### src/hdl/x86e_pkg.sv
package x86e_pkg;

    typedef struct packed {
        logic [4:0]  mode;
        logic [3:0]  sub_code;
        logic [1:0]  dest_kind;
        logic [4:0]  dest_reg;
        logic [1:0]  src_kind;
        logic [4:0]  src_reg;
        logic [15:0] imm_value;
        logic [3:0]  mem_addressing;
        logic [15:0] disp;
        logic [1:0]  explicit_size;
    } t_in_item;

    typedef struct packed {
        logic [7:0] out_byte;
        logic       has_byte;
        logic       last;
        logic [2:0] error;
    } t_out_item;

    localparam logic [4:0] M_MOV = 5'd0, M_XCHG = 5'd1, M_INC = 5'd2, M_DEC = 5'd3,
        M_ALU = 5'd4, M_ROL = 5'd5, M_DIV = 5'd6, M_CALL = 5'd7, M_JMP = 5'd8,
        M_JCC = 5'd9, M_INT = 5'd10, M_PUSH = 5'd11, M_POP = 5'd12, M_ONE = 5'd13,
        M_DB = 5'd14, M_DW = 5'd15, M_ORG = 5'd16;

    localparam logic [2:0] E_OK = 3'd0, E_SIZE = 3'd1, E_OPND = 3'd2, E_RANGE = 3'd3,
        E_ORG = 3'd4, E_UNK = 3'd5, E_REG = 3'd6;

    localparam logic [1:0] K_REG = 2'd0, K_MEM = 2'd1, K_IMM = 2'd2, K_BAD = 2'd3;

    // Relative branch kind for the back end
    typedef enum logic [1:0] {
        R_NONE,
        R_AT2,
        R_AT3
    } t_rel;

    // Classified item: fixed bytes plus the branch/org actions left to the back end
    typedef struct packed {
        logic [5:0][7:0] bytes;
        logic [2:0]      count;
        logic [2:0]      error;
        t_rel            rel;
        logic            org;
        logic [15:0]     target;
    } t_cls;

    localparam int QDEPTH = 2;

endpackage

### src/hdl/x86_16bit_instruction_encoder.sv
// Channel | Direction | Handshake              | Beat
// in      | input     | i_valid / o_stall      | t_in_item, one instruction
// out     | output    | o_valid / i_stall      | t_out_item, one byte or status
// Each item emits one beat per byte (1 to 6 bytes), or one status beat for error or org.
// Front classification is combinational; the item enters the queue at its accepting
// edge and the back end registers its beats from the queue head, a byte per cycle unless stalled.
// A two-entry queue decouples them, so input is taken while output is stalled until it fills.
// Synchronous active-low reset clears the location counter and the queue.
module x86_16bit_instruction_encoder
    import x86e_pkg::*;
(
    input  logic      i_clk,
    input  logic      i_rst_n,
    input  logic      i_valid,
    output logic      o_stall,
    input  t_in_item  i_item,
    output logic      o_valid,
    input  logic      i_stall,
    output t_out_item o_item
);

    t_cls cls, q_data;
    logic full, empty, pop, push;

    x86e_front u_front (.i_item(i_item), .o_cls(cls));

    assign o_stall = full;
    assign push    = i_valid && !full;

    x86e_queue u_queue (
        .i_clk(i_clk), .i_rst_n(i_rst_n), .i_push(push), .i_data(cls),
        .o_full(full), .i_pop(pop), .o_empty(empty), .o_data(q_data)
    );

    x86e_back u_back (
        .i_clk(i_clk), .i_rst_n(i_rst_n), .i_empty(empty), .i_cls(q_data),
        .o_pop(pop), .o_valid(o_valid), .i_stall(i_stall), .o_item(o_item)
    );

endmodule

### src/hdl/x86e_front.sv
module x86e_front
    import x86e_pkg::*;
(
    input  t_in_item i_item,
    output t_cls     o_cls
);

    function automatic logic [2:0] f_chk(input logic [1:0] k, input logic [4:0] r,
                                          input logic [3:0] a);
        if (k == K_REG && r > 5'd19) return E_REG;
        if (k == K_BAD) return E_OPND;
        if (k == K_MEM && a > 4'd8) return E_OPND;
        return E_OK;
    endfunction

    logic [5:0][7:0] b;
    logic [2:0]      n;
    logic [2:0]      err;
    logic [1:0]      es;
    logic [1:0]      nops;
    logic            w;
    logic [2:0]      rmv;
    logic [1:0]      md;
    logic [7:0]      dd;
    logic [4:0]      mr;
    logic [15:0]     imm;
    logic [15:0]     d;
    logic [3:0]      ma;
    logic            use_mem;
    logic [7:0]      op;

    always_comb begin
        b       = '0;
        n       = 3'd0;
        err     = E_OK;
        w       = 1'b0;
        use_mem = 1'b0;
        mr      = 5'd0;
        op      = 8'h00;
        imm     = i_item.imm_value;
        d       = i_item.disp;
        ma      = i_item.mem_addressing;
        o_cls.rel = R_NONE;
        o_cls.org = 1'b0;
        es = (i_item.explicit_size == 2'd3) ? 2'd0 : i_item.explicit_size;
        case (i_item.mode)
            M_MOV, M_XCHG, M_ALU, M_ROL: nops = 2'd2;
            M_INC, M_DEC, M_DIV, M_CALL, M_JMP, M_JCC, M_PUSH, M_POP: nops = 2'd1;
            default: nops = 2'd0;
        endcase
        if (nops != 2'd0)
            err = f_chk(i_item.dest_kind, i_item.dest_reg, ma);
        if (err == E_OK && nops == 2'd2)
            err = f_chk(i_item.src_kind, i_item.src_reg, ma);

        // ModRM fields
        case (ma)
            4'd0: rmv = 3'd6;
            default: rmv = 3'(ma - 4'd1);
        endcase
        if (ma == 4'd0) md = 2'd0;
        else if (d == 16'd0) md = (ma == 4'd7) ? 2'd1 : 2'd0;
        else if (d <= 16'h007F || d >= 16'hFF80) md = 2'd1;
        else md = 2'd2;
        dd = 8'h00;

        if (err == E_OK) begin
            case (i_item.mode)
                M_MOV, M_XCHG, M_ALU: begin
                    if (i_item.mode == M_ALU && i_item.sub_code > 4'd7) begin
                        err = E_OPND;
                    end else if (i_item.dest_kind == K_REG && i_item.src_kind == K_REG) begin
                        if (i_item.dest_reg[4] || i_item.src_reg[4]) err = E_OPND;
                        else if (i_item.dest_reg[3] != i_item.src_reg[3]) err = E_SIZE;
                        else begin
                            op = (i_item.mode == M_MOV) ? 8'h88 :
                                 (i_item.mode == M_XCHG) ? 8'h86 :
                                 {1'b0, i_item.sub_code[2:0], 3'b000};
                            b[0] = op | {7'd0, i_item.dest_reg[3]};
                            b[1] = {2'b11, i_item.src_reg[2:0], i_item.dest_reg[2:0]};
                            n = 3'd2;
                        end
                    end else if (i_item.mode == M_XCHG) begin
                        err = E_OPND;
                    end else if (i_item.mode == M_ALU) begin
                        if (i_item.dest_kind != K_REG || i_item.src_kind != K_IMM
                            || i_item.dest_reg[4]) begin
                            err = E_OPND;
                        end else begin
                            w = i_item.dest_reg[3];
                            if (i_item.dest_reg == 5'd0) begin
                                b[0] = {2'b00, i_item.sub_code[2:0], 3'd4};
                                n = 3'd1;
                            end else if (i_item.dest_reg == 5'd8) begin
                                b[0] = {2'b00, i_item.sub_code[2:0], 3'd5};
                                n = 3'd1;
                            end else begin
                                b[0] = {7'h40, w};
                                b[1] = {2'b11, i_item.sub_code[2:0], i_item.dest_reg[2:0]};
                                n = 3'd2;
                            end
                            if (w) begin
                                b[n] = imm[7:0];
                                b[3'(n + 3'd1)] = imm[15:8];
                                n = 3'(n + 3'd2);
                            end else if (imm > 16'd255) err = E_RANGE;
                            else begin
                                b[n] = imm[7:0];
                                n = 3'(n + 3'd1);
                            end
                        end
                    end else if (i_item.dest_kind == K_MEM && i_item.src_kind == K_REG) begin
                        if (i_item.src_reg[4]) err = E_OPND;
                        else if (es != 2'd0 && es[1] != i_item.src_reg[3]) err = E_SIZE;
                        else begin
                            b[0] = {7'h44, i_item.src_reg[3]};
                            use_mem = 1'b1;
                            mr = i_item.src_reg;
                        end
                    end else if (i_item.dest_kind == K_REG && i_item.src_kind == K_MEM) begin
                        if (i_item.dest_reg[4]) err = E_OPND;
                        else if (es != 2'd0 && es[1] != i_item.dest_reg[3]) err = E_SIZE;
                        else begin
                            b[0] = {7'h45, i_item.dest_reg[3]};
                            use_mem = 1'b1;
                            mr = i_item.dest_reg;
                        end
                    end else if (i_item.dest_kind == K_MEM && i_item.src_kind == K_IMM) begin
                        if (es == 2'd0) err = E_UNK;
                        else if (!es[1] && imm > 16'd255) err = E_RANGE;
                        else begin
                            b[0] = {7'h63, es[1]};
                            use_mem = 1'b1;
                        end
                    end else if (i_item.dest_kind == K_REG && i_item.src_kind == K_IMM) begin
                        if (i_item.dest_reg[4]) err = E_OPND;
                        else if (!i_item.dest_reg[3] && imm > 16'd255) err = E_RANGE;
                        else begin
                            b[0] = 8'hB0 + {4'd0, i_item.dest_reg[3:0]};
                            b[1] = imm[7:0];
                            b[2] = imm[15:8];
                            n = i_item.dest_reg[3] ? 3'd3 : 3'd2;
                        end
                    end else begin
                        err = E_OPND;
                    end
                end
                M_INC, M_DEC: begin
                    if (i_item.dest_kind != K_REG || i_item.dest_reg[4]) err = E_OPND;
                    else if (!i_item.dest_reg[3]) begin
                        b[0] = 8'hFE;
                        b[1] = {4'hC, i_item.mode == M_DEC, i_item.dest_reg[2:0]};
                        n = 3'd2;
                    end else begin
                        b[0] = {4'h4, i_item.mode == M_DEC, i_item.dest_reg[2:0]};
                        n = 3'd1;
                    end
                end
                M_ROL: begin
                    if (i_item.dest_kind != K_REG || i_item.src_kind != K_IMM
                        || i_item.dest_reg[4]) err = E_OPND;
                    else if (imm > 16'd255) err = E_RANGE;
                    else begin
                        b[0] = {7'h60, i_item.dest_reg[3]};
                        b[1] = {5'b11000, i_item.dest_reg[2:0]};
                        b[2] = imm[7:0];
                        n = 3'd3;
                    end
                end
                M_DIV: begin
                    if (i_item.dest_kind != K_REG || i_item.dest_reg[4]) err = E_OPND;
                    else begin
                        b[0] = {7'h7B, i_item.dest_reg[3]};
                        b[1] = {5'b11110, i_item.dest_reg[2:0]};
                        n = 3'd2;
                    end
                end
                M_CALL, M_JMP: begin
                    if (i_item.dest_kind != K_IMM) err = E_OPND;
                    else begin
                        b[0] = (i_item.mode == M_CALL) ? 8'hE8 : 8'hE9;
                        n = 3'd3;
                        o_cls.rel = R_AT2;
                    end
                end
                M_JCC: begin
                    if (i_item.dest_kind != K_IMM) err = E_OPND;
                    else begin
                        b[0] = 8'h0F;
                        b[1] = {4'h8, i_item.sub_code};
                        n = 3'd4;
                        o_cls.rel = R_AT3;
                    end
                end
                M_INT: begin
                    if (imm > 16'd255) err = E_RANGE;
                    else begin
                        b[0] = 8'hCD;
                        b[1] = imm[7:0];
                        n = 3'd2;
                    end
                end
                M_PUSH: begin
                    if (i_item.dest_kind == K_REG) begin
                        if (!i_item.dest_reg[3] && !i_item.dest_reg[4]) err = E_SIZE;
                        else if (i_item.dest_reg[4]) err = E_OPND;
                        else begin
                            b[0] = {5'b01010, i_item.dest_reg[2:0]};
                            n = 3'd1;
                        end
                    end else if (i_item.dest_kind == K_IMM) begin
                        b[1] = imm[7:0];
                        b[2] = imm[15:8];
                        if (imm <= 16'h007F || imm >= 16'hFF80) begin
                            b[0] = 8'h6A;
                            n = 3'd2;
                        end else begin
                            b[0] = 8'h68;
                            n = 3'd3;
                        end
                    end else err = E_OPND;
                end
                M_POP: begin
                    if (i_item.dest_kind != K_REG || i_item.dest_reg[4]
                        || !i_item.dest_reg[3]) err = E_OPND;
                    else begin
                        b[0] = {5'b01011, i_item.dest_reg[2:0]};
                        n = 3'd1;
                    end
                end
                M_ONE: begin
                    n = 3'd1;
                    case (i_item.sub_code)
                        4'd0: b[0] = 8'h60;
                        4'd1: b[0] = 8'h61;
                        4'd2: b[0] = 8'hC3;
                        4'd3: b[0] = 8'hAC;
                        4'd4: b[0] = 8'hAA;
                        default: begin
                            err = E_OPND;
                            n = 3'd0;
                        end
                    endcase
                end
                M_DB: begin
                    if (imm > 16'd255) err = E_RANGE;
                    else begin
                        b[0] = imm[7:0];
                        n = 3'd1;
                    end
                end
                M_DW: begin
                    b[0] = imm[7:0];
                    b[1] = imm[15:8];
                    n = 3'd2;
                end
                M_ORG: o_cls.org = 1'b1;
                default: err = E_OPND;
            endcase
        end

        // Memory forms: opcode, ModRM, displacement, then any immediate
        if (use_mem && err == E_OK) begin
            b[1] = {md, mr[2:0], rmv};
            n = 3'd2;
            if (ma == 4'd0 || md == 2'd2) begin
                b[2] = d[7:0];
                b[3] = d[15:8];
                n = 3'd4;
            end else if (md == 2'd1) begin
                b[2] = d[7:0];
                n = 3'd3;
            end
            if (i_item.dest_kind == K_MEM && i_item.src_kind == K_IMM) begin
                b[n] = imm[7:0];
                if (es[1]) begin
                    b[3'(n + 3'd1)] = imm[15:8];
                    n = 3'(n + 3'd2);
                end else n = 3'(n + 3'd1);
            end
        end
        dd = b[0];

        if (err != E_OK) begin
            n = 3'd0;
            o_cls.rel = R_NONE;
            o_cls.org = 1'b0;
        end
        o_cls.bytes  = {b[5:1], dd};
        o_cls.count  = n;
        o_cls.error  = err;
        o_cls.target = imm;
    end

endmodule

### src/hdl/x86e_queue.sv
module x86e_queue
    import x86e_pkg::*;
(
    input  logic i_clk,
    input  logic i_rst_n,
    input  logic i_push,
    input  t_cls i_data,
    output logic o_full,
    input  logic i_pop,
    output logic o_empty,
    output t_cls o_data
);

    localparam int AW = $clog2(QDEPTH);

    t_cls            r_mem [QDEPTH];
    logic [AW-1:0]   r_wp, r_rp;
    logic [AW:0]     r_cnt;

    assign o_full  = (r_cnt == (AW+1)'(QDEPTH));
    assign o_empty = (r_cnt == '0);
    assign o_data  = r_mem[r_rp];

    always_ff @(posedge i_clk) begin
        if (i_push) r_mem[r_wp] <= i_data;
    end

    always_ff @(posedge i_clk) begin
        if (!i_rst_n) begin
            r_wp  <= '0;
            r_rp  <= '0;
            r_cnt <= '0;
        end else begin
            if (i_push) r_wp <= AW'(r_wp + 1'b1);
            if (i_pop)  r_rp <= AW'(r_rp + 1'b1);
            r_cnt <= (AW+1)'(r_cnt + {AW'(0), i_push} - {AW'(0), i_pop});
        end
    end

    a_no_over: assert property (@(posedge i_clk) disable iff (!i_rst_n)
        i_push |-> (!o_full || i_pop))
        else $error("queue overflow");
    a_no_under: assert property (@(posedge i_clk) disable iff (!i_rst_n)
        i_pop |-> !o_empty)
        else $error("queue underflow");
    a_cnt: assert property (@(posedge i_clk) disable iff (!i_rst_n)
        r_cnt <= (AW+1)'(QDEPTH))
        else $error("queue count out of range");

endmodule

### src/hdl/x86e_back.sv
module x86e_back
    import x86e_pkg::*;
(
    input  logic      i_clk,
    input  logic      i_rst_n,
    input  logic      i_empty,
    input  t_cls      i_cls,
    output logic      o_pop,
    output logic      o_valid,
    input  logic      i_stall,
    output t_out_item o_item
);

    logic [15:0] r_lc, n_lc;
    logic [2:0]  r_idx, n_idx;
    logic        r_valid, n_valid;
    t_out_item   r_item, n_item;
    logic [15:0] rel;
    logic        take;
    logic [7:0]  byte_v;
    logic        fin;
    logic        org_err;

    assign o_valid = r_valid;
    assign o_item  = r_item;
    assign take    = !r_valid || !i_stall;

    always_comb begin
        // Counter is advanced per byte, so r_lc minus r_idx is the item start
        rel = i_cls.target - (r_lc - {13'd0, r_idx}
              + ((i_cls.rel == R_AT3) ? 16'd4 : 16'd3));
        byte_v = i_cls.bytes[r_idx];
        if (i_cls.rel != R_NONE) begin
            if (r_idx == 3'(i_cls.count - 3'd2)) byte_v = rel[7:0];
            if (r_idx == 3'(i_cls.count - 3'd1)) byte_v = rel[15:8];
        end
        org_err = i_cls.org && (i_cls.target < r_lc);
        n_lc    = r_lc;
        n_idx   = r_idx;
        n_valid = r_valid && i_stall;
        n_item  = r_item;
        o_pop   = 1'b0;
        fin     = 1'b0;
        if (take && !i_empty) begin
            n_valid = 1'b1;
            if (i_cls.count == 3'd0) begin
                fin = 1'b1;
                n_item = '{out_byte: 8'h00, has_byte: 1'b0, last: 1'b1,
                           error: org_err ? E_ORG : i_cls.error};
                if (i_cls.org && !org_err) n_lc = i_cls.target;
            end else begin
                fin = (r_idx == 3'(i_cls.count - 3'd1));
                n_item = '{out_byte: byte_v, has_byte: 1'b1, last: fin, error: E_OK};
                n_lc = r_lc + 16'd1;
            end
            o_pop = fin;
            n_idx = fin ? 3'd0 : 3'(r_idx + 3'd1);
        end
    end

    always_ff @(posedge i_clk) begin
        if (!i_rst_n) begin
            r_lc    <= '0;
            r_idx   <= '0;
            r_valid <= 1'b0;
        end else begin
            r_lc    <= n_lc;
            r_idx   <= n_idx;
            r_valid <= n_valid;
        end
    end

    always_ff @(posedge i_clk) begin
        r_item <= n_item;
    end

    a_idx_zero: assert property (@(posedge i_clk) disable iff (!i_rst_n)
        o_pop |=> r_idx == 3'd0)
        else $error("byte index not cleared after item");
    a_err_nobyte: assert property (@(posedge i_clk) disable iff (!i_rst_n)
        (r_valid && r_item.error != E_OK) |-> (!r_item.has_byte && r_item.last))
        else $error("error beat carries a byte");
    a_hold: assert property (@(posedge i_clk) disable iff (!i_rst_n)
        (r_valid && i_stall) |=> (r_valid && $stable(r_lc)))
        else $error("state moved under stall");

endmodule

### config.mk
export PLATFORM = sky130hd
export DESIGN_NAME = x86_16bit_instruction_encoder
export DESIGN_NICKNAME = d
export VERILOG_FILES = /design/src/hdl/x86e_pkg.sv /design/src/hdl/x86_16bit_instruction_encoder.sv /design/src/hdl/x86e_front.sv /design/src/hdl/x86e_queue.sv /design/src/hdl/x86e_back.sv
export SDC_FILE = /design/constraint.sdc
export NUM_CORES = 1
export LEC_CHECK = 0
export ABC_AREA = 1
export BUFFER_PORTS_ARGS = -buffer_cell sky130_fd_sc_hd__buf_2
export CAP_MARGIN = 5
export CORE_UTILIZATION = 35
export CTS_BUF_LIST = sky130_fd_sc_hd__clkbuf_8 sky130_fd_sc_hd__clkbuf_16
export CTS_CLUSTER_SIZE = 24
export DETAILED_ROUTE_END_ITERATION = 6
export SLEW_MARGIN = 15
export SYNTH_ARGS = -nofsm -noshare
export SYNTH_HDL_FRONTEND = slang
export SYNTH_SLANG_ARGS = --single-unit
### constraint.sdc
create_clock -name i_clk -period 5.4 [get_ports i_clk]
set_input_delay 0.27 -clock i_clk [delete_from_list [all_inputs] [get_ports i_clk]]
set_output_delay 0.27 -clock i_clk [all_outputs]
set_load 0.005 [all_outputs]
# ---- Word-level counts from Yosys, hierarchy flattened
# Memory sizes are Yosys's and may differ from the RTL's. A register that Yosys moved wholly into a read port is not among the register bits.
# Index checks and enable logic that the tools add are counted.
dict set report totals {
  regBits 37
  mem_bits_rw 146
  mem_bits_ro 32
  in_bits 65
  out_inout_bits 15
  elab_cells 427
  mem_count 2
}
# name depth word_bits rd rd_clocked_by_memory_dff write_ports line
set memory_table {}
lappend memory_table {u_queue.r_mem 2 73 1 1 1 x86e_queue.sv:16} ;# t_cls r_mem [QDEPTH];
lappend memory_table {{(name not given)} 16 2 1 0 0 x86e_front.sv:46} ;# case (i_item.mode)
dict set report classes {
  addsub 17
  magnitude_cmp 19
  eq_ne 42
  mux 263
  n_bitwise 2
  n_reduce_logical 71
}
# op count
set ops {}
lappend ops {{2-to-1 mux 48 bit} 9}
lappend ops {{2-to-1 mux 8 bit} 48}
lappend ops {{2-to-1 mux 3 bit} 96}
lappend ops {{2-to-1 mux 24 bit} 9}
lappend ops {{2-to-1 mux 16 bit} 13}
lappend ops {{bitwise mux 48 bit} 4}
lappend ops {{demux 8 bit (select 3 bit)} 4}
lappend ops {{case mux 8 bit (12 select lines)} 1}
lappend ops {{case mux 8 bit (8 select lines)} 1}
lappend ops {{2-to-1 mux 1 bit} 52}
lappend ops {{equality test 5 x 4 -> 1 bit (second input constant)} 9}
lappend ops {{case mux 8 bit (5 select lines)} 1}
lappend ops {{case mux 3 bit (12 select lines)} 1}
lappend ops {{greater-or-equal comparator 16 bit (second input constant)} 2}
lappend ops {{less-or-equal comparator 16 x 7 -> 1 bit (second input constant)} 2}
lappend ops {{2-to-1 mux 2 bit} 16}
lappend ops {{2-to-1 mux 32 bit} 1}
lappend ops {{case mux 3 bit (9 select lines)} 1}
lappend ops {{logical AND 1 bit} 26}
lappend ops {{binary-select mux 8 bit (select 3 bit)} 1}
lappend ops {{case mux 8 bit (3 select lines)} 1}
lappend ops {{equality test 5 x 3 -> 1 bit (second input constant)} 4}
lappend ops {{< comparator 3 x 4 -> 1 bit (second input constant)} 5}
lappend ops {{equality test 2 bit (second input constant)} 9}
lappend ops {{46 further kinds} 98}

# ---- Logic depth before layout (Yosys ltp)
# Gate-level depths: netlist of the first run.
dict set report logic_depth {
  word_depth 49
  mapped_depth 20
  mapped_depth_nobuf 20
}

# ---- Cells and area by module
# From an unflattened synthesis of the first run, not the netlist that was laid out.
dict set report unflattened {
  hier_cells 1616
  hier_area_um2 13683.1
}
# module n_inst cells_each area_each_um2 seq_area_each_um2
set by_module_without_submodules {}
lappend by_module_without_submodules {x86e_queue 1 260 5845.6 4484.3}
lappend by_module_without_submodules {x86e_back 1 669 4276.6 790.8}
lappend by_module_without_submodules {x86e_front 1 685 3550.9 0.0}
lappend by_module_without_submodules {x86_16bit_instruction_encoder 1 2 10.0 0.0}

# ---- Worst setup path before layout of the first run
# Ideal clock, no wire load.
dict set report synth_timing {
  path_kind {register to register}
  start {reg u_queue.r_cnt[1]}
  end {mem u_queue.r_mem[1][0] (netlist name), enable pin}
  setup_ns 0.506
  arrival_time_ns 3.594
  required_time_ns 4.894
  slack_ns 1.300
  stages_incl_launch_ff 4
  n_path_buf 0
  period_less_slack_ns 4.100
  cell_sequence {dfxtp_1 > inv_1 > o21ai_0 > nor2_1}
}
dict set report synth_via {
  elab_chain_len 5
}
# element line
set synth_lines {}
lappend synth_lines {{start: declaration} x86e_queue.sv:18} ;# logic [AW:0] r_cnt;
lappend synth_lines {{start signal: assignment} x86e_queue.sv:36} ;# r_cnt <= (AW+1)'(r_cnt + {AW'(0), i_push} - {AW'(0), i_pop});
lappend synth_lines {{equality test 2 bit} x86e_queue.sv:20} ;# assign o_full = (r_cnt == (AW+1)'(QDEPTH));
lappend synth_lines {{zero test 1 bit} x86_16bit_instruction_encoder.sv:28} ;# assign push = i_valid && !full;
lappend synth_lines {{logical AND 1 bit} x86_16bit_instruction_encoder.sv:28}
lappend synth_lines {{2-to-1 mux 1 bit} x86e_queue.sv:25} ;# if (i_push) r_mem[r_wp] <= i_data;
lappend synth_lines {{2-to-1 mux 1 bit (not written as such)} x86e_queue.sv:25}
lappend synth_lines {{end: declaration} x86e_queue.sv:16}
# No other way between the ends.

==> flow_metrics.env, run 1 <==
export IMPL_synth_async_reset_ratio=0
export IMPL_cts_root_buffer_cell="clkbuf_16"
export IMPL_post_cts_resized=0
export IMPL_via_count=12000
export IMPL_regArea_mm2=0.00528
export IMPL_timing_critical_path_slowest_cell_delay_ns=0.56
export IMPL_grt_use_met3=0.0282
export IMPL_multi_input_comb_area_mm2=0.00658
export IMPL_outcome="completed"
export IMPL_die_w_um=194
export IMPL_timing_fmax_ghz=0.236
export IMPL_post_synth_mux_area_share=0.00291
export IMPL_crit_path_top_delay_cell="fa_1"
export IMPL_crit_arrival_ns=4.44
export IMPL_cts_tree="done"
export IMPL_global_route_peak_usage_layer="met2"
export IMPL_cp_start_kind="flip-flop"
export IMPL_core_area_mm2=0.0359
export IMPL_worst_ir_drop_vdd_v=0.000296
export IMPL_final_instance_area_mm2=0.0144
export IMPL_synth_xor_area_share=0.0177
export IMPL_setup_viol_count_final=0
export IMPL_antenna_violations_before_repair=0
export IMPL_seq_area_frac_synth=0.409
export IMPL_layout_area_overhead_vs_synth_pct=11.4
export IMPL_hpwl_um=32300
export IMPL_cts_hold_repair_buffers=0
export IMPL_unrepaired_setup_endpoints_after_global_routing="false"
export IMPL_synth_ff_latch_count=184
export IMPL_timing_setup_tns_ns=0
export IMPL_place_congestion=0.978
export IMPL_grt_use_total=0.227
export IMPL_maxCapViolations=0
export IMPL_synth_top_family_by_area="simple AND/OR/NAND/NOR gates"
export IMPL_drtIter0Drc=1395
export IMPL_post_dp_cell_area_mm2=0.0137
export IMPL_pre_repair_dr_iteration_count=5
export IMPL_first_global_vias=11400
export IMPL_fin_crit_sh=0.786
export IMPL_remaining_drc_errors=0
export IMPL_worstPathCellList="buf_4 > mux2i_1 > nand2_1 > fa_1 > fa_1 > inv_1 > nand2_1 > fa_1 > o211ai_1 > a21boi_0 > o21ai_0 > a21oi_1 > o21ai_0 > nand3_1 > nand2_1 > inv_1"
export IMPL_post_cts_repair_setup_buffers=0
export IMPL_mean_post_synth_cell_area_um2=7.97
export IMPL_netlist_area_mm2=0.0129
export IMPL_fp_dieH_um=194
export IMPL_route_detailed_wl_per_inst_um=20.0
export IMPL_synth_net_count=1754
export IMPL_diodes=0
export IMPL_path_class="flip-flop to flip-flop"
export IMPL_power_density_mw_per_mm2=469
export IMPL_cp_max_fo=40
export IMPL_place_port_buffers=79
export IMPL_drt_wl_total_um=42900
export IMPL_tritoncts_num_sinks=184
export IMPL_n_fill_cell=3761
export IMPL_worst_setup_path_end_kind="flip-flop"
export IMPL_clock_input_transition_at_the_sequential_cells_of_the_worst_setup_and_hold_paths_ns=0.07
export IMPL_postRouteAntennaNets=0
export IMPL_post_drt_via_cell_ratio=5.61
export IMPL_final_nets=1810
export IMPL_post_route_cells_drive_above_1_share=0.126
export IMPL_compound_gate_fraction_of_synth_area=0.178
export IMPL_final_setup_worst_slack_ns=1.16
export IMPL_grt_max_degree=75
export IMPL_clockBufferDepth=2
export IMPL_timing_worst_slew_pin_value_ns=1.03
export IMPL_yosys_area_share_simple=0.238
export IMPL_hold_viol=0
export IMPL_cts_htree_levels=4
export IMPL_hold_path_class="primary input to flip-flop"
export IMPL_std_cell_rows=69
export IMPL_synthDistinctLibCells=62
export IMPL_synth_flop_cell="edfxtp_1"
export IMPL_period_minus_slack_ns=4.24
export IMPL_yosys_area_share_adder=0.0724
export IMPL_clock_skew_ns=0.0122
export IMPL_synthesis_warnings=0
export IMPL_start_util=0.359
export IMPL_slew_headroom=0.313
export IMPL_cts_inserted_buffers=17
export IMPL_dp_slack_ns=1.15
export IMPL_synth_enable_flop_cells=159
export IMPL_met2_usage_grt=0.360
export IMPL_timing_final_max_slew_violations=0
export IMPL_globalRouteOverflowTotal=0
export IMPL_clk_insertion_delay_late_ns=0.44
export IMPL_grt_met1_usage=0.312
export IMPL_die_area_mm2=0.0376
export IMPL_post_synth_inst_count=1618
export IMPL_wire_length_of_the_first_global_routing_pass_um=66000
export IMPL_power_static_leakage_nw=5.91
export IMPL_num_io_pins=80
export IMPL_cp_data_required_time_ns=5.60
report_power, final:
part	internal [W]	total, W	switching (W)	leakage (nW)
combinational	0.00119	0.00343	0.00224	3.87
clock	0.000763	0.00135	0.000585	0.315
sequential	0.00186	0.00196	0.000102	1.73
total	0.00381	0.00674	0.00293	5.91
cells in the mapped netlist (all sizes together), types with 18 or more instances:
cell	n	area (um2)
a21oi	96	480
nand3	110	573
clkbuf	35	131
nor3	28	206
o21ai	174	875
inv	212	801
nand4	21	146
xor2	18	158
edfxtp	159	4770
nand2	307	1210
o22ai	26	163
o211ai	18	135
nor2	178	759
buf	18	109
ha	65	813
dfxtp	25	500
final timing paths:
| path | endpoint | startpoint | depth (start not counted) | slack (ns) |
|---|---|---|---|---|
| setup / recovery | u_back.o_item[11] | flip-flop | 16 | 1.16 |
| hold / removal | u_back.o_valid | i_stall | 3 | 0.11 |
| setup reg to reg | u_back.o_item[11] | flip-flop | 16 | 1.16 |
| hold reg to reg | u_queue.r_rp | u_queue.r_rp | 1 | 0.45 |
sequential cells by signal (all words and copies together) (netlist names), named ones only:
register        cells
u_queue.r_wp        1
u_back.o_item      13
u_back.r_idx        3
u_back.o_valid      1
u_back.r_lc        16
u_queue.r_mem     146
u_queue.r_cnt       2
u_queue.r_rp        1
stage by stage:
step	instances	hold slack, ns	power, W	utilization
after floorplan	1618	0.369	0.00444	-
after global placement	2116	0.435	0.00538	0.382
after detailed placement	2116	0.446	0.00541	0.382
after CTS	2148	0.0943	0.00677	0.400
after global routing	2148	0.139	0.00731	0.400
final	2148	0.106	0.00674	0.400
critical path, delay by kind of cell (launching register included):
family	cells	cell delay, ns
buf+inv	3	0.47
compound gates	5	1.04
flops	1	0.35
fa+ha+maj	3	1.46
mux	1	0.28
simple gates	4	0.41
routing by layer:
layer	vias up	share of wire
met1	5713	0.44
met4	0	0.040
met2	500	0.45
met3	110	0.066
li1	5724	-
met5	-	0
final cells by class:
class / instances / share of cell area
clock inverter: 14 / 0.0140
sequential: 184 / 0.367
multi-input combinational: 1166 / 0.458
clock buffer: 18 / 0.0306
tap: 461 / 0.0401
timing repair buffer: 90 / 0.0333
inverter: 215 / 0.0566
cells in the final DEF, fill, tap and decap left out, drive strengths merged, types with 16 or more instances in the layout:
cell type  netlist  routed
nand2          307     307
o211ai          18      18
edfxtp         159     159
o21ai          174     174
nor2           178     178
nor3            28      28
clkbuf          35      18
xor2            18      18
o221ai          16      16
a21oi           96      96
buf             18      90
dfxtp           25      25
ha              65      65
nand3          110     110
o22ai           26      26
inv            212     219
nand4           21      21
kinds of logic (layout without fill, tap and decap cells):
logic type | after synthesis | in the layout
xor gates and xnor gates | 26 | 26
buffers and inverters | 268 | 337
AOI/OAI and AO/OA | 394 | 394
muxes | 3 | 3
DFF | 184 | 184
and+or+nand+nor | 672 | 672
adders and majority gates | 71 | 71
Note: power is estimated with default switching activity, not from simulation.
==> run 2: changes to the inputs <==
- clock period: 5.4 -> 4.2 ns (I/O delays scaled with it)
==> flow_metrics.env, run 2 (synthesized netlist as in run 1, its figures left out) <==
export IMPL_clock_skew_ns=0.0119
export IMPL_path_class="flip-flop to flip-flop"
export IMPL_power_static_leakage_nw=5.93
export IMPL_post_route_cells_drive_above_1_share=0.128
export IMPL_combinational_group_share_of_total_power=0.524
export IMPL_sink_of_the_worst_hold_path="u_back.o_valid"
export IMPL_route_detailed_wl_per_inst_um=19.9
export IMPL_power_share_switching=0.438
export IMPL_met2_usage_grt=0.372
export IMPL_mostFrequentLayoutCells="nand2_1, inv_1, o21ai_0"
export IMPL_die_area_mm2=0.0376
export IMPL_cp_max_fo=6
export IMPL_hpwl_um=32400
export IMPL_globalRouteOverflowTotal=0
export IMPL_largest_register_ffs=146
export IMPL_min_path_cells=3
export IMPL_worst_ir_drop_vdd_v=0.000375
export IMPL_std_cell_rows=69
export IMPL_timing_setup_tns_ns=0
export IMPL_worstPathCellList="inv_2 > or2_2 > o21ai_0 > inv_1 > nand2_1 > fa_1 > fa_1 > inv_1 > nand2_1 > fa_1 > o211ai_1 > a21oi_1 > o21a_1 > xnor2_1 > nand2_1 > o2111ai_1 > nand2_1 > inv_1"
export IMPL_clk_insertion_delay_late_ns=0.44
export IMPL_drt_wl_total_um=42800
export IMPL_die_w_um=194
export IMPL_global_route_peak_usage_layer="met2"
export IMPL_drtIter0Drc=1167
export IMPL_first_global_vias=11400
export IMPL_r2r_worst_path_cells=18
export IMPL_grt_met1_usage=0.307
export IMPL_maxCapViolations=0
export IMPL_worst_path_most_repeated_cell="nand2_1"
export IMPL_p_total_w=0.00855
export IMPL_final_common_cell="nand2_1"
export IMPL_slew_headroom=0.312
export IMPL_start_util=0.359
export IMPL_final_nets=1817
export IMPL_timing_worst_slew_pin_value_ns=1.03
export IMPL_power_density_mw_per_mm2=596
export IMPL_grt_use_met3=0.0285
export IMPL_clock_input_transition_at_the_sequential_cells_of_the_worst_setup_and_hold_paths_ns=0.07
export IMPL_cp_data_required_time_ns=4.40
export IMPL_fin_crit_sh=0.932
export IMPL_hold_path_class="primary input to flip-flop"
export IMPL_cts_tree="done"
export IMPL_power_frac_seq=0.294
export IMPL_place_congestion=0.979
export IMPL_cts_hold_repair_buffers=0
export IMPL_crit_path_top_delay_cell="fa_1"
export IMPL_layout_area_overhead_vs_synth_pct=11.4
export IMPL_via_count=12000
export IMPL_diodes=0
export IMPL_setup_reg_to_reg_worst_slack_ns=0.28
export IMPL_core_area_mm2=0.0359
export IMPL_r2r_end="u_back.o_item[7]"
export IMPL_crit_arrival_ns=4.11
export IMPL_worst_setup_path_end_kind="flip-flop"
export IMPL_tritoncts_num_sinks=184
export IMPL_hold_viol=0
export IMPL_setup_viol_count_final=0
export IMPL_unrepaired_setup_endpoints_after_global_routing="false"
export IMPL_outcome="completed"
export IMPL_power_net_switching_w=0.00375
export IMPL_clockBufferDepth=2
export IMPL_remaining_drc_errors=0
export IMPL_post_drt_via_cell_ratio=5.58
export IMPL_grt_max_degree=74
export IMPL_regMostFlops="u_queue.r_mem"
export IMPL_internal_power_w=0.00480
export IMPL_grt_use_total=0.228
export IMPL_pre_repair_dr_iteration_count=6
export IMPL_clock_power_share=0.181
export IMPL_postRouteAntennaNets=0
export IMPL_cp_start_kind="flip-flop"
export IMPL_cts_root_buffer_cell="clkbuf_16"
export IMPL_cts_htree_levels=4
export IMPL_wire_length_of_the_first_global_routing_pass_um=66200
export IMPL_timing_fmax_ghz=0.255
export IMPL_num_io_pins=80
export IMPL_hold_start="i_stall"
export IMPL_place_port_buffers=79
export IMPL_timing_final_max_slew_violations=0
export IMPL_antenna_violations_before_repair=0
export IMPL_timing_critical_path_slowest_cell_delay_ns=0.49
export IMPL_fp_dieH_um=194
export IMPL_period_minus_slack_ns=3.92
export IMPL_cts_inserted_buffers=17
run 2: changes by cell type in the layout (fill, tap and decap cells not counted), sizes merged:
| cell | before | now |
|---|---|---|
| buf | 90 | 97 |
| bufinv | 3 | 1 |
| clkbuf | 18 | 17 |
| clkinv | 7 | 8 |
| inv | 219 | 221 |
run 2: layer usage:
| layer | routed length (um) | vias to the layer above | share of wire |
|---|---|---|---|
| li1 | - | 5722 | - |
| met1 | 18600 | 5671 | 0.43 |
| met2 | 19700 | 515 | 0.46 |
| met3 | 2900 | 107 | 0.068 |
| met4 | 1600 | 0 | 0.037 |
| met5 | 0 | - | 0 |
run 2: worst max path at each step:
stage | start | to | slack [ns] | depth (start not counted)
global route | flip-flop | u_back.o_item[11] | 0.02 | 18
floorplan | u_queue.r_cnt[1] | u_queue.r_mem[1][0] | 0.10 | 3
global placement | flip-flop | u_back.o_item[11] | 0.24 | 18
detailed placement | flip-flop | u_back.o_item[11] | 0.21 | 18
finish | flip-flop | u_back.o_item[7] | 0.28 | 18
CTS | flip-flop | u_back.o_item[11] | 0.20 | 18
run 2: worst max-delay path, delay by kind of cell, from the launching register on:
kind | cells | cell delay (ns)
fa+ha+maj | 3 | 1.37
flops | 1 | 0.39
compound gates | 5 | 0.91
simple gates | 5 | 0.65
xor+xnor | 1 | 0.13
buf+inv | 4 | 0.22
run 2: area by class of cell:
| cell class | count | area (um2) |
|---|---|---|
| flip-flops and latches | 184 | 5280 |
| clock inverters | 15 | 144 |
| repair buffers | 97 | 543 |
| clock buffers | 17 | 425 |
| well taps | 461 | 577 |
| fillers | 3714 | 21600 |
| multi-input cells | 1166 | 6580 |
| inverters | 215 | 813 |
run 2: what timing repair did:
item                       in CTS  in global routing
setup endpoints to repair       0                  1
gates resized for setup         0                  2
buffers inserted                0                  1
run 2: stage by stage:
step	hold WS (ns)	setup slack (ns)	cell area (um2)	util	instances
detailed placement	0.451	0.213	13800	0.384	2122
global placement	0.439	0.242	13800	0.384	2122
floorplan	0.309	0.100	12900	-	1618
global route	0.0526	0.0161	14400	0.400	2155
CTS	0.0295	0.200	14400	0.400	2154
finish	0.0422	0.284	14400	0.400	2155
run 2: power groups by stage:
stage          Clock [W]  Combinational (W)  Sequential [W]
6_report         0.00155            0.00448         0.00252
5_1_grt          0.00166            0.00503         0.00255
3_5_place_dp           0            0.00444         0.00256
3_3_place_gp           0            0.00444         0.00255
2_1_floorplan          0            0.00316         0.00255
4_1_cts          0.00158            0.00446         0.00252
